### config.mk
export PLATFORM = sky130hd
export DESIGN_NAME = telemetry_frame_deframer_top
export DESIGN_NICKNAME = d
export VERILOG_FILES = /design/src/design/tfd_pkg.sv /design/src/design/telemetry_frame_deframer_top.sv /design/src/design/tfd_len_check.sv /design/src/design/tfd_parser.sv
export SDC_FILE = /design/constraint.sdc
export NUM_CORES = 1
export LEC_CHECK = 0
export ABC_AREA = 1
export BUFFER_PORTS_ARGS = -buffer_cell sky130_fd_sc_hd__buf_2
export CORE_ASPECT_RATIO = 0.5
export CORE_MARGIN = 2
export CORE_UTILIZATION = 56
export CTS_CLUSTER_SIZE = 25
export DETAILED_ROUTE_END_ITERATION = 10
export MAX_ROUTING_LAYER = met4
export PLACE_DENSITY_LB_ADDON = 0.25
export SYNTH_ARGS = -nofsm -noshare
export SYNTH_HDL_FRONTEND = slang
export SYNTH_HIERARCHICAL = 1
export SYNTH_SLANG_ARGS = --single-unit
### constraint.sdc
create_clock -name clk -period 5.2 [get_ports clk]
set_clock_uncertainty 0.15 [all_clocks]
set_input_delay 1.04 -clock clk [delete_from_list [all_inputs] [get_ports clk]]
set_output_delay 1.04 -clock clk [all_outputs]
set_load 0.01 [all_outputs]
### src/design/tfd_pkg.sv
package tfd_pkg;

  // payload counter width
  localparam int COUNT_BITS = 10;

  // signed width of rows*cols*4+2 for 8-bit signed operands
  localparam int LEN_W = 19;

  localparam int MAX_W      = 10;
  localparam int CFG_IDX_W  = 1;
  localparam int CFG_DATA_W = 10;

  localparam logic [MAX_W-1:0] MAX_RESET = MAX_W'(300);

  // largest length a COUNT_BITS counter holds
  localparam logic [LEN_W-2:0] CNT_MAX = (LEN_W-1)'((1 << COUNT_BITS) - 1);

  // sync sequence
  localparam logic [7:0] SYNC_A = 8'h41;
  localparam logic [7:0] SYNC_Q = 8'h71;
  localparam logic [7:0] SYNC_T = 8'h54;

  // register indexes
  localparam logic [CFG_IDX_W-1:0] REG_TELE_ENABLE = CFG_IDX_W'(0);
  localparam logic [CFG_IDX_W-1:0] REG_MAX_FRAME   = CFG_IDX_W'(1);

  // status codes
  localparam logic ST_PAYLOAD  = 1'b0;
  localparam logic ST_REJECTED = 1'b1;

  typedef struct packed {
    logic                  negative;
    logic                  too_long;
    logic [COUNT_BITS-1:0] length;
  } len_info_t;

endpackage

### src/design/telemetry_frame_deframer_top.sv
// a byte that yields a result passes the input stage, then the result register
// throughput: one byte per cycle if no result stalls; else only one more byte can be staged
// input stall rises only when the staged byte is held up by a stalled, full result register
// reset: synchronous, active high; parser hunts for the first sync byte, parsing disabled,
// frame limit 300, held header zero, byte count zero, both stages empty
module telemetry_frame_deframer_top (
  input  logic                           clk,
  input  logic                           rst,
  // configuration write port
  input  logic                           cfg_wr_en,
  input  logic [tfd_pkg::CFG_IDX_W-1:0]  cfg_index,
  input  logic [tfd_pkg::CFG_DATA_W-1:0] cfg_data,
  // byte requests in
  input  logic                           in_valid,
  output logic                           in_stall,
  input  logic [7:0]                     rx_byte,
  // result requests out
  output logic                           out_valid,
  input  logic                           out_stall,
  output logic                           status,
  output logic [7:0]                     payload_byte,
  output logic signed [7:0]              row_count,
  output logic signed [7:0]              col_count,
  output logic                           last_of_frame
);
  import tfd_pkg::*;

  // input stage
  logic       stage_valid;
  logic [7:0] stage_byte;
  logic       take;

  // the staged byte leaves whenever the parser takes it; a new request may land the same cycle
  assign in_stall = stage_valid && !take;

  always_ff @(posedge clk) begin
    if (rst) begin
      stage_valid <= 1'b0;
    end else if (!in_stall) begin
      stage_valid <= in_valid;
    end
    if (in_valid && !in_stall) begin
      stage_byte <= rx_byte;
    end
  end

  // sync hunt, header capture, length check, payload count and result register
  tfd_parser u_parser (
    .clk           (clk),
    .rst           (rst),
    .cfg_wr_en     (cfg_wr_en),
    .cfg_index     (cfg_index),
    .cfg_data      (cfg_data),
    .item_valid    (stage_valid),
    .item_byte     (stage_byte),
    .take          (take),
    .out_valid     (out_valid),
    .out_stall     (out_stall),
    .status        (status),
    .payload_byte  (payload_byte),
    .row_count     (row_count),
    .col_count     (col_count),
    .last_of_frame (last_of_frame)
  );

endmodule

### src/design/tfd_len_check.sv
module tfd_len_check (
  input  logic signed [7:0]         rows,
  input  logic signed [7:0]         cols,
  input  logic [tfd_pkg::MAX_W-1:0] max_bytes,
  output tfd_pkg::len_info_t        info
);
  import tfd_pkg::*;

  logic signed [15:0]     prod;
  logic signed [LEN_W-1:0] len;
  logic [LEN_W-2:0]        len_mag;

  assign prod    = rows * cols;
  assign len     = (LEN_W'(prod) <<< 2) + LEN_W'(2);
  assign len_mag = len[LEN_W-2:0];

  always_comb begin
    info.negative = len[LEN_W-1];
    info.too_long = !len[LEN_W-1] &&
                    ((len_mag > (LEN_W-1)'(max_bytes)) || (len_mag > CNT_MAX));
    info.length   = len_mag[COUNT_BITS-1:0];
  end

endmodule

### src/design/tfd_parser.sv
module tfd_parser (
  input  logic                           clk,
  input  logic                           rst,
  // configuration
  input  logic                           cfg_wr_en,
  input  logic [tfd_pkg::CFG_IDX_W-1:0]  cfg_index,
  input  logic [tfd_pkg::CFG_DATA_W-1:0] cfg_data,
  // staged byte
  input  logic                           item_valid,
  input  logic [7:0]                     item_byte,
  output logic                           take,
  // result register
  output logic                           out_valid,
  input  logic                           out_stall,
  output logic                           status,
  output logic [7:0]                     payload_byte,
  output logic signed [7:0]              row_count,
  output logic signed [7:0]              col_count,
  output logic                           last_of_frame
);
  import tfd_pkg::*;

  typedef enum logic [2:0] {
    PH_HUNT_A = 3'd0,
    PH_WANT_Q = 3'd1,
    PH_WANT_T = 3'd2,
    PH_ROWS   = 3'd3,
    PH_COLS   = 3'd4,
    PH_DATA   = 3'd5
  } phase_t;

  phase_t                 phase, phase_next;
  logic                   tele_enable;
  logic [MAX_W-1:0]       max_frame_bytes;
  logic [7:0]             held_rows, held_rows_next;
  logic [7:0]             held_cols, held_cols_next;
  logic [COUNT_BITS-1:0]  bytes_left, bytes_left_next;
  logic                   res_valid, res_status, res_last;
  logic [7:0]             res_byte;
  len_info_t              len_info;

  assign take = item_valid && !(out_valid && out_stall);

  tfd_len_check u_len_check (
    .rows      (held_rows),
    .cols      (item_byte),
    .max_bytes (max_frame_bytes),
    .info      (len_info)
  );

  always_comb begin
    phase_next      = PH_HUNT_A;
    held_rows_next  = held_rows;
    held_cols_next  = held_cols;
    bytes_left_next = bytes_left;
    res_valid       = 1'b0;
    res_status      = ST_PAYLOAD;
    res_byte        = 8'd0;
    res_last        = 1'b0;
    if (tele_enable) begin
      case (phase)
        PH_WANT_Q: phase_next = (item_byte == SYNC_Q) ? PH_WANT_T : PH_HUNT_A;
        PH_WANT_T: phase_next = (item_byte == SYNC_T) ? PH_ROWS : PH_HUNT_A;
        PH_ROWS: begin
          held_rows_next = item_byte;
          phase_next     = PH_COLS;
        end
        PH_COLS: begin
          held_cols_next = item_byte;
          if (len_info.negative) begin
            phase_next = PH_HUNT_A;
          end else if (len_info.too_long) begin
            phase_next = PH_HUNT_A;
            res_valid  = 1'b1;
            res_status = ST_REJECTED;
          end else begin
            bytes_left_next = len_info.length;
            phase_next      = PH_DATA;
          end
        end
        PH_DATA: begin
          if (bytes_left != '0) begin
            bytes_left_next = bytes_left - COUNT_BITS'(1);
          end
          res_valid = 1'b1;
          res_byte  = item_byte;
          if (bytes_left <= COUNT_BITS'(1)) begin
            res_last   = 1'b1;
            phase_next = PH_HUNT_A;
          end else begin
            phase_next = PH_DATA;
          end
        end
        default: phase_next = (item_byte == SYNC_A) ? PH_WANT_Q : PH_HUNT_A;
      endcase
    end
  end

  always_ff @(posedge clk) begin
    if (rst) begin
      phase           <= PH_HUNT_A;
      tele_enable     <= 1'b0;
      max_frame_bytes <= MAX_RESET;
      held_rows       <= 8'd0;
      held_cols       <= 8'd0;
      bytes_left      <= '0;
      out_valid       <= 1'b0;
    end else begin
      if (take) begin
        out_valid <= res_valid;
      end else if (!out_stall) begin
        out_valid <= 1'b0;
      end

      if (cfg_wr_en) begin
        case (cfg_index)
          REG_TELE_ENABLE: begin
            tele_enable <= cfg_data[0];
            phase       <= PH_HUNT_A;
            bytes_left  <= '0;
            if (cfg_data[0]) begin
              held_rows <= 8'd0;
              held_cols <= 8'd0;
            end
          end
          REG_MAX_FRAME: max_frame_bytes <= cfg_data[MAX_W-1:0];
          default: ;
        endcase
      end else if (take) begin
        phase      <= phase_next;
        held_rows  <= held_rows_next;
        held_cols  <= held_cols_next;
        bytes_left <= bytes_left_next;
      end
    end

    // result payload, no reset needed
    if (take && res_valid) begin
      status        <= res_status;
      payload_byte  <= res_byte;
      row_count     <= held_rows_next;
      col_count     <= held_cols_next;
      last_of_frame <= res_last;
    end
  end

`ifndef SYNTHESIS
  a_data_count_live: assert property (@(posedge clk) disable iff (rst)
    phase == PH_DATA |-> bytes_left != '0)
    else $error("data phase with empty byte count");

  a_reject_clean: assert property (@(posedge clk) disable iff (rst)
    out_valid && status == ST_REJECTED |-> !last_of_frame && payload_byte == 8'd0)
    else $error("rejected result carries payload");

  a_disabled_hunt: assert property (@(posedge clk) disable iff (rst)
    !tele_enable |-> phase == PH_HUNT_A)
    else $error("parser left hunt while disabled");

  a_data_gives_result: assert property (@(posedge clk) disable iff (rst)
    take && tele_enable && phase == PH_DATA |=> out_valid)
    else $error("payload byte produced no result");
`endif

endmodule

## Word-level counts from Yosys, hierarchy flattened

Cells that the tools add are included.

- Word-level logic and storage cells: 93
- Output and inout bits: 28
- Register bits: 76
- Input bits: 24

- Bitwise operators: 1
- Reductions and logical operators: 22
- Order comparisons: 3
- Add/subtract/negate cells: 2
- Equality and inequality tests: 14
- Multiplexer cells: 36
- $mul: 1

Operators by type and width:

| kind | count |
|---|---|
| two-way mux 8 bit | 10 |
| two-way mux 10 bit | 7 |
| == test 8 x 7 -> 1 bit (second input constant) | 3 |
| two-way mux 3 bit | 7 |
| one-hot mux 10 bit (2 select lines) | 1 |
| adder 18 x 3 -> 19 bit (second input constant) | 1 |
| greater-than comparator 18 x 10 -> 1 bit | 1 |
| greater-than comparator 18 x 10 -> 1 bit (second input constant) | 1 |
| multiplier 8 x 8 -> 16 bit | 1 |
| one-hot mux 3 bit (5 select lines) | 1 |
| <= comparator 10 x 1 -> 1 bit (second input constant) | 1 |
| AND reduction 2 bit | 5 |
| nonzero test 10 bit | 1 |
| subtractor 10 x 1 -> 10 bit (second input constant) | 1 |
| two-way mux 1 bit | 7 |
| AND reduction 7 bit | 1 |
| == test 3 x 2 -> 1 bit (second input constant) | 2 |
| == test 3 bit (second input constant) | 2 |
| logical AND 1 bit | 6 |
| != test 3 bit (second input constant) | 2 |
| zero test 1 bit | 4 |
| two-way mux 2 bit | 2 |
| != test 2 x 1 -> 1 bit (second input constant) | 2 |
| nonzero test 2 bit | 2 |
| 8 further kinds | 8 |

## Depth between registers and ports, before layout

Gate-level depths: netlist of run 1.

- Depth in word-level cells: 11
- Mapped depth: 35

## Modules after synthesis

Netlist of run 1, hierarchy kept.

Modules (own cells, without submodules):

| module | times used | area each (um^2) | seq. area each (um^2) | cells each |
|---|---|---|---|---|
| tfd_parser | 1 | 3126.7 | 1601.5 | 405 |
| tfd_len_check | 1 | 3045.4 | 0.0 | 457 |
| telemetry_frame_deframer_top | 1 | 286.5 | 260.2 | 15 |

## Worst setup path after synthesis of run 1

Ideal clock, no wire load.

- Path type: flip-flop to flip-flop
- Start: reg stage_byte[7]
- End: reg u_parser.col_count[0], enable pin
- Clock period less this slack: 5.621 ns
- Path slack: -0.421 ns
- Cell stages (with the launch flop): 26
- Arrival time: 5.090 ns
- Library setup time: 0.381 ns
- Path through: edfxtp_1 -> clkinv_1 -> or2_2 -> fa_1 -> fa_1 -> fa_1 -> fa_1 -> inv_1 -> ha_1 -> xor2_1 -> ha_1 -> nand2_1 -> inv_1 -> nand2_1 -> nor2_1 -> nand3_1 -> nand2_1 -> nand2_1 -> nor2_1 -> nand3_1 -> nand2_1 -> inv_1 -> nand2_1 -> a21oi_1 -> nand4_1 -> inv_1

RTL lines:

| element | line | text |
|---|---|---|
| start: declaration | telemetry_frame_deframer_top.sv:30 | `logic [7:0] stage_byte;` |
| start signal: assignment | telemetry_frame_deframer_top.sv:43 | `stage_byte <= rx_byte;` |
| end signal: assignment | tfd_parser.sv:142 | `col_count <= held_cols_next;` |
| end: declaration | tfd_parser.sv:18 | `output logic signed [7:0] col_count,` |

==> run summary, run 1 <==
syn nets = 997
H-Tree Depth = 3
Post-DP Area = 7320 µm²
Post-CTS Hold Fix Bufs = 0
final hold violation count = 0
critical path data arrival time = 5450 ps
routed len/inst = 14.3 µm
Initial DRC Count = 490
DR vias/cell = 5.10
CP endpoint kind = flop
clk slew on worst S/H paths = 60 ps
number of remaining DRC errors = 0
Netlist Area Pre-Place = 6460 µm²
Port Buffers = 51
Crit Path Max Fanout = 7
Final Max Slew Viols = 0
syn_area_per_cell = 7.36 µm²
TritonCTS clock tree = yes
synth unique cells = 34
Ant. Diodes = 0
Boundary Pins = 52
Rows = 27
Core ar. = 11100 µm²
WS Path Type = flop to flop
maximum vdd drop = 201 µV
worst setup margin = -339 ps
CTS Buf Count = 9
P&R area growth vs syn = 25.7%
Starting Density = 58.1%
Hold WS = 322 ps
chip width = 156 µm
die height = 79.9 µm
status = finished, violations left
most frequent cells in the layout = 226 x nand2_1, 188 x inv_1, 76 x nor2_1
Final nets = 1113
hold depth = 2
placed instance count = 1106
Final Cycle Share = 107%
failing checks = setup timing
Vias = 5831
initial antenna violation count = 0
Worst Hold Class = flop to flop
Lkg Pwr = 4.24 nW
clk_lat worst skew = 340 ps
unrepaired setup endpoints after global routing = true
vias in the first global route = 5678
die area = 12500 µm²
synth warn = 6
Post-Syn Instances = 877
Pre-Repair DR Iteration Count = 5
worst reg-to-reg path cell count = 27
clock tree root buffer cell = clkbuf_16
register bit total from synthesis = 76
Tmin final = 5540 ps
Clock Tree Buf Depth = 2
layout cells sized above 1 = 23.1%
Least-Margin Pin Slew = 844 ps
CTS Sinks = 76
first-pass GRT wire length = 26.1 mm
FMAX = 0.181 GHz
sequential share of the synthesized area = 28.8%
routed wire length = 16.3 mm
RePlAce Congestion = 0.894
hpwl dp = 11.7 mm
post-route cell area = 8120 µm²
Slew HR = 43.8%
Total GRT Usage = 27.5%
DP Worst Slack = -259 ps
GR Overflow Total = 0
largest net degree at the start of global routing = 24
non-filler cells, final = 1143
total of max-cap violations = 0
CP required = 5110 ps
Worst Setup Start Kind = flop
commonest non-fill, non-tap cell in the layout = nand2_1
Final Setup Violations = 39
cell area power density = 187 nW/µm²
Routed Antenna Nets = 0
[metal layers]
metal	routed length [µm]	GRT usage (%)	part of all wire [%]
met5	0	-	0
met4	267	6.42	1.6
met3	1020	4.40	6.3
met2	7660	46.1	47
met1	7360	35.7	45
[layout make-up]
cell class	count	area (µm²)
inverter	202	767
multi-input combinational	571	3980
timing repair buffer	133	1010
fill	774	3000
tap	145	181
clock buffer	9	225
sequential	76	1870
clock inverter	7	85.1
[synthesized netlist by cell type]
master | count | area share [%]
a21oi_2 | 1 | 0.14
buf_2 | 2 | 0.15
buf_6 | 2 | 0.35
nand2_1 | 238 | 14
ha_1 | 41 | 7.9
a31oi_1 | 1 | 0.097
a21oi_1 | 36 | 2.8
o21bai_1 | 1 | 0.12
xor2_1 | 4 | 0.54
dfxtp_1 | 42 | 13
nor2_2 | 3 | 0.29
o21a_1 | 5 | 0.58
buf_4 | 3 | 0.35
edfxtp_1 | 34 | 16
inv_2 | 4 | 0.23
nor3_1 | 3 | 0.23
clkinv_1 | 2 | 0.12
o21ai_2 | 6 | 0.81
o21ai_1 | 4 | 0.31
xnor2_1 | 6 | 0.81
nand2_2 | 4 | 0.39
nand3b_1 | 2 | 0.23
conb_1 | 2 | 0.12
clkbuf_1 | 20 | 1.2
buf_1 | 1 | 0.058
fa_1 | 55 | 17
o21ai_0 | 32 | 2.5
nand4_1 | 7 | 0.68
or2_2 | 2 | 0.19
inv_1 | 196 | 11
nor2_4 | 1 | 0.17
nor2_1 | 82 | 4.8
nand3_1 | 34 | 2.6
nor3_2 | 1 | 0.15
[worst max-delay path, cell delays in order, from the launching register on]
cell and delay (ps):
edfxtp_1 420, buf_4 170, nand2_4 70, inv_2 50
fa_2 570, inv_2 60, fa_1 530, inv_1 60
fa_1 520, inv_1 50, fa_1 530, inv_1 60
ha_4 290, nand2_2 80, nor2_2 120, nand3_1 80
nand4_1 100, buf_4 110, nand2_1 70, nand3_1 150
nand2_1 90, inv_2 90, nand2_2 70, a21oi_2 150
nand4_1 180, clkinvlp_4 150, buf_6 140, buf_16 130
[sequential cells by signal, indices dropped and copies added (netlist names)]
| register | cells |
|---|---|
| u_parser/bytes_left | 10 |
| u_parser/max_frame_bytes | 10 |
| stage_byte | 8 |
| u_parser/col_count | 8 |
| u_parser/held_cols | 8 |
| u_parser/held_rows | 8 |
| u_parser/payload_byte | 8 |
| u_parser/row_count | 8 |
| u_parser/phase | 3 |
| stage_valid | 1 |
| u_parser/last_of_frame | 1 |
| u_parser/out_valid | 1 |
| u_parser/status | 1 |
| u_parser/tele_enable | 1 |
[metrics by stage]
step | setup TNS (ps) | util (%) | total power [mW]
6_report | -10930 | 73.0 | 1.52
5_1_grt | -20900 | 73.0 | 1.58
4_1_cts | -5970 | 71.3 | 1.51
3_5_place_dp | -8010 | 65.9 | 0.845
3_3_place_gp | -3500 | 65.9 | 0.840
2_1_floorplan | 0 | - | 0.784
[timing repair]
item                       CTS  global route
resized for setup           32            31
cloned                       2             2
pin swaps                   16            32
buffers inserted            15             4
setup endpoints to repair   38            40
[cells by family (layout without fill, tap and decap cells)]
| group | count (synthesis) | count (layout) | synth area share, % |
|---|---|---|---|
| xor+xnor | 10 | 10 | 1.36 |
| other cells | 2 | 2 | 0.116 |
| buf+inv | 230 | 351 | 13.8 |
| simple gates | 377 | 377 | 23.6 |
| flops | 76 | 76 | 28.8 |
| compound gates | 86 | 86 | 7.32 |
| fa+ha+maj | 96 | 96 | 25.0 |
[where the power goes]
part / total [mW] / leakage [nW] / internal [mW] / switching (mW)
clock: 0.654 / 0.154 / 0.384 / 0.270
combinational: 0.214 / 3.40 / 0.0876 / 0.126
sequential: 0.651 / 0.686 / 0.635 / 0.0153
[final timing paths]
check / start / end / slack (ps)
hold reg to reg: u_parser/held_cols[6]$_SDFFE_PP0P_ / u_parser/held_cols[6]$_SDFFE_PP0P_ / 320
setup / recovery: stage_byte[2]$_DFFE_PP_ / u_parser/payload_byte[7]$_SDFFCE_PN0P_ / -340
hold / removal: u_parser/held_cols[6]$_SDFFE_PP0P_ / u_parser/held_cols[6]$_SDFFE_PP0P_ / 320
setup reg to reg: stage_byte[2]$_DFFE_PP_ / u_parser/payload_byte[7]$_SDFFCE_PN0P_ / -340
(Power assumes the default switching activity.)
==> inputs of run 2 (changes only) <==
- SYNTH_HIERARCHICAL: 1 -> not set
==> run summary, run 2 <==
P&R area growth vs syn = 18.9%
initial antenna violation count = 0 (unchanged)
final hold violation count = 0 (unchanged)
Worst Hold Class = flop to flop
CP delay by family, top = adder cells
die area = 12400 µm² (-0.76%)
layout cells sized above 1 = 19.7% (-3.4 points)
Final Cycle Share = 102% (-4.8 points)
WS Path Type = flop to flop
H-Tree Depth = 3 (unchanged)
Pre-Repair DR Iteration Count = 5 (unchanged)
Hold WS = 314 ps (-8.07 ps)
slowest stage cell on the critical path = fa_1
die height = 79.6 µm (-0.38%)
Final Max Slew Viols = 0 (unchanged)
CP endpoint kind = flop
total of max-cap violations = 0 (unchanged)
chip width = 155 µm (-0.38%)
most frequent cells in the layout = 199 x nand2_1, 190 x inv_1, 59 x nor2_1
DP Worst Slack = -113 ps (+147 ps)
hold depth = 2 (unchanged)
Vias = 5497 (-5.7%)
EDFF count, synth = 34 (unchanged)
vias in the first global route = 5258 (-7.4%)
cell area power density = 198 nW/µm² (+6.1%)
Netlist Area Pre-Place = 6410 µm² (-0.79%)
share of flip-flops with an asynchronous set or reset = 0% (unchanged)
Setup TNS = -2410 ps (+8520 ps)
WP depth = 28 (+3.7%)
first-pass GRT wire length = 24.5 mm (-6.2%)
Critical Path Start = stage_byte[0]$_DFFE_PP_
Lkg Pwr = 4.02 nW (-5.1%)
CP peak stage delay = 530 ps (-40 ps)
synth warn = 0 (-6)
Slew HR = 43.2% (-0.52 points)
CTS Sinks = 76 (unchanged)
critical path data arrival time = 5230 ps (-220 ps)
routed len/inst = 14.0 µm (-2.0%)
Ant. Diodes = 0 (unchanged)
Least-Margin Pin Slew = 851 ps (+7.76 ps)
cell taking the most area after synthesis = fa_1
unrepaired setup endpoints after global routing = true
worst reg-to-reg path cell count = 28 (+3.7%)
RePlAce Congestion = 0.942 (+5.3%)
worst setup margin = -91.2 ps (+248 ps)
Tmin final = 5290 ps (-248 ps)
launch point of the worst reg-to-reg path = stage_byte[0]$_DFFE_PP_
Power, Total = 1.51 mW (-0.42%)
DR vias/cell = 5.10 (about the same)
biggest regs = u_parser.bytes_left: 10 flops, u_parser.max_frame_bytes: 10 flops
TritonCTS clock tree = yes
Initial DRC Count = 375 (-23%)
hpwl dp = 11.5 mm (-1.8%)
clk slew on worst S/H paths = 70 ps (about the same)
Crit Path Max Fanout = 26 (+19)
commonest non-fill, non-tap cell in the layout = nand2_1
CP most frequent cell = inv_2
Worst Setup EP = u_parser.payload_byte[3]$_SDFFCE_PN0P_
largest net degree at the start of global routing = 27 (+13%)
Final Setup Violations = 34 (-13%)
Starting Density = 57.8% (-0.29 points)
Boundary Pins = 52 (unchanged)
WP buf/inv = 9 (-2)
Primary FF master, synth = dfxtp_1
synth unique cells = 34 (unchanged)
syn_area_per_cell = 7.52 µm² (+2.1%)
Clock Tree Buf Depth = 2 (unchanged)
routed wire length = 15.1 mm (-7.6%)
Post-Syn Instances = 852 (-2.9%)
CP required = 5140 ps (+30 ps)
clk_lat worst skew = 340 ps (about the same)
Worst Setup Start Kind = flop
ranking of synthesized cells by area = fa_1 17%, edfxtp_1 16%, dfxtp_1 13%
Core ar. = 11100 µm² (-0.30%)
syn nets = 970 (-2.7%)
R2R Setup Slk = -90 ps (+250 ps)
Final nets = 1046 (-6.0%)
Post-CTS Hold Fix Bufs = 0 (unchanged)
Routed Antenna Nets = 0 (unchanged)
maximum vdd drop = 127 µV (-37%)
top-count cell post-synth = nand2_1
Synth top cells by count = 211 x nand2_1, 201 x inv_1, 62 x nor2_1
status = finished, violations left
sequential share of the synthesized area = 29.1% (+0.23 points)
clock tree root buffer cell = clkbuf_16
CTS Buf Count = 9 (unchanged)
GR Overflow Total = 0 (unchanged)
failing checks = setup timing
FMAX = 0.189 GHz (+4.7%)
number of remaining DRC errors = 0 (unchanged)
post-layout util = 68.8% (-4.3 points)
Synth top area share = 17.2% (+0.14 points)
R2R Path End = u_parser.payload_byte[3]$_SDFFCE_PN0P_
register bit total from synthesis = 76 (unchanged)
Total GRT Usage = 26.1% (-1.4 points)
Rows = 27 (unchanged)
Port Buffers = 51 (unchanged)
[run 2: cell types whose count changed after synthesis, sizes merged, moves of 5 or more]
cell    change
nand2      -28
nor2       -17
o21ai      -12
o211ai     +11
a21oi       +9
inv         +5
o21a        -5
[run 2: layout make-up]
class	instances	area, µm²
Multi-Input combinational cell	537	3830
Fill cell	872	3460
Sequential cell	76	1860
Inverter	208	785
Timing Repair Buffer	96	672
Clock buffer	9	225
Tap cell	145	181
Clock inverter	7	62.6
[run 2: kinds of logic (layout without fill, tap and decap cells)]
group                    Yosys count  count (layout)  share of synthesized area [%]
AND/OR/NAND/NOR                  340             340                           22.2
buffers and inverters            239             320                           14.3
adder cells (fa/ha/maj)           94              94                           24.8
AO/OA/AOI/OAI                     92              92                           8.12
flip-flops                        76              76                           29.1
XOR/XNOR                          11              11                           1.50
[run 2: worst min-delay path by stage]
stage	startpoint	to
5_1_grt	u_parser.held_cols[1]$_SDFFE_PP0P_	u_parser.held_cols[1]$_SDFFE_PP0P_
2_1_floorplan	u_parser.max_frame_bytes[9]$_SDFFE_PP0P_	u_parser.max_frame_bytes[9]$_SDFFE_PP0P_
6_report	u_parser.max_frame_bytes[9]$_SDFFE_PP0P_	u_parser.max_frame_bytes[9]$_SDFFE_PP0P_
4_1_cts	u_parser.held_cols[6]$_SDFFE_PP0P_	u_parser.held_cols[6]$_SDFFE_PP0P_
3_3_place_gp	u_parser.held_cols[5]$_SDFFE_PP0P_	u_parser.held_cols[5]$_SDFFE_PP0P_
3_5_place_dp	u_parser.held_cols[6]$_SDFFE_PP0P_	u_parser.held_cols[6]$_SDFFE_PP0P_
[run 2: per-layer routing]
| layer | up-vias | part of all wire [%] | GRT usage [%] |
|---|---|---|---|
| li1 | 2729 | - | - |
| met1 | 2569 | 45 | 34.2 |
| met2 | 181 | 47 | 42.8 |
| met3 | 18 | 7.1 | 4.83 |
| met4 | 0 | 1.1 | 6.24 |
| met5 | - | 0 | - |
[run 2: per-stage QoR]
step,instance area (µm²),std cells
after CTS,7340,1068
after detailed placement,7020,1049
after global routing,7620,1078
final,7620,1078
after floorplan,6500,852
after global placement,7020,1049
[run 2: worst register-to-register path, delay by kind of cell, from the launching register on]
family / cells / cell delay (ps)
simple gates: 12 / 930
buf+inv: 9 / 720
fa+ha+maj: 6 / 2590
xor+xnor: 1 / 160
flops: 1 / 470
[run 2: report_power, final]
group | internal, mW | total (mW) | switching (mW) | leakage, nW
Sequential | 0.638 | 0.658 | 0.0200 | 0.723
Clock | 0.335 | 0.614 | 0.278 | 0.140
Combinational | 0.0974 | 0.240 | 0.143 | 3.16
Total | 1.07 | 1.51 | 0.441 | 4.02
[run 2: repair_timing]
item | CTS | global route
endpoints found under the setup margin | 36 | 40
buffers inserted | 3 | 10
resized for setup | 3 | 42
pin swaps | 5 | 3
cloned | 0 | 2
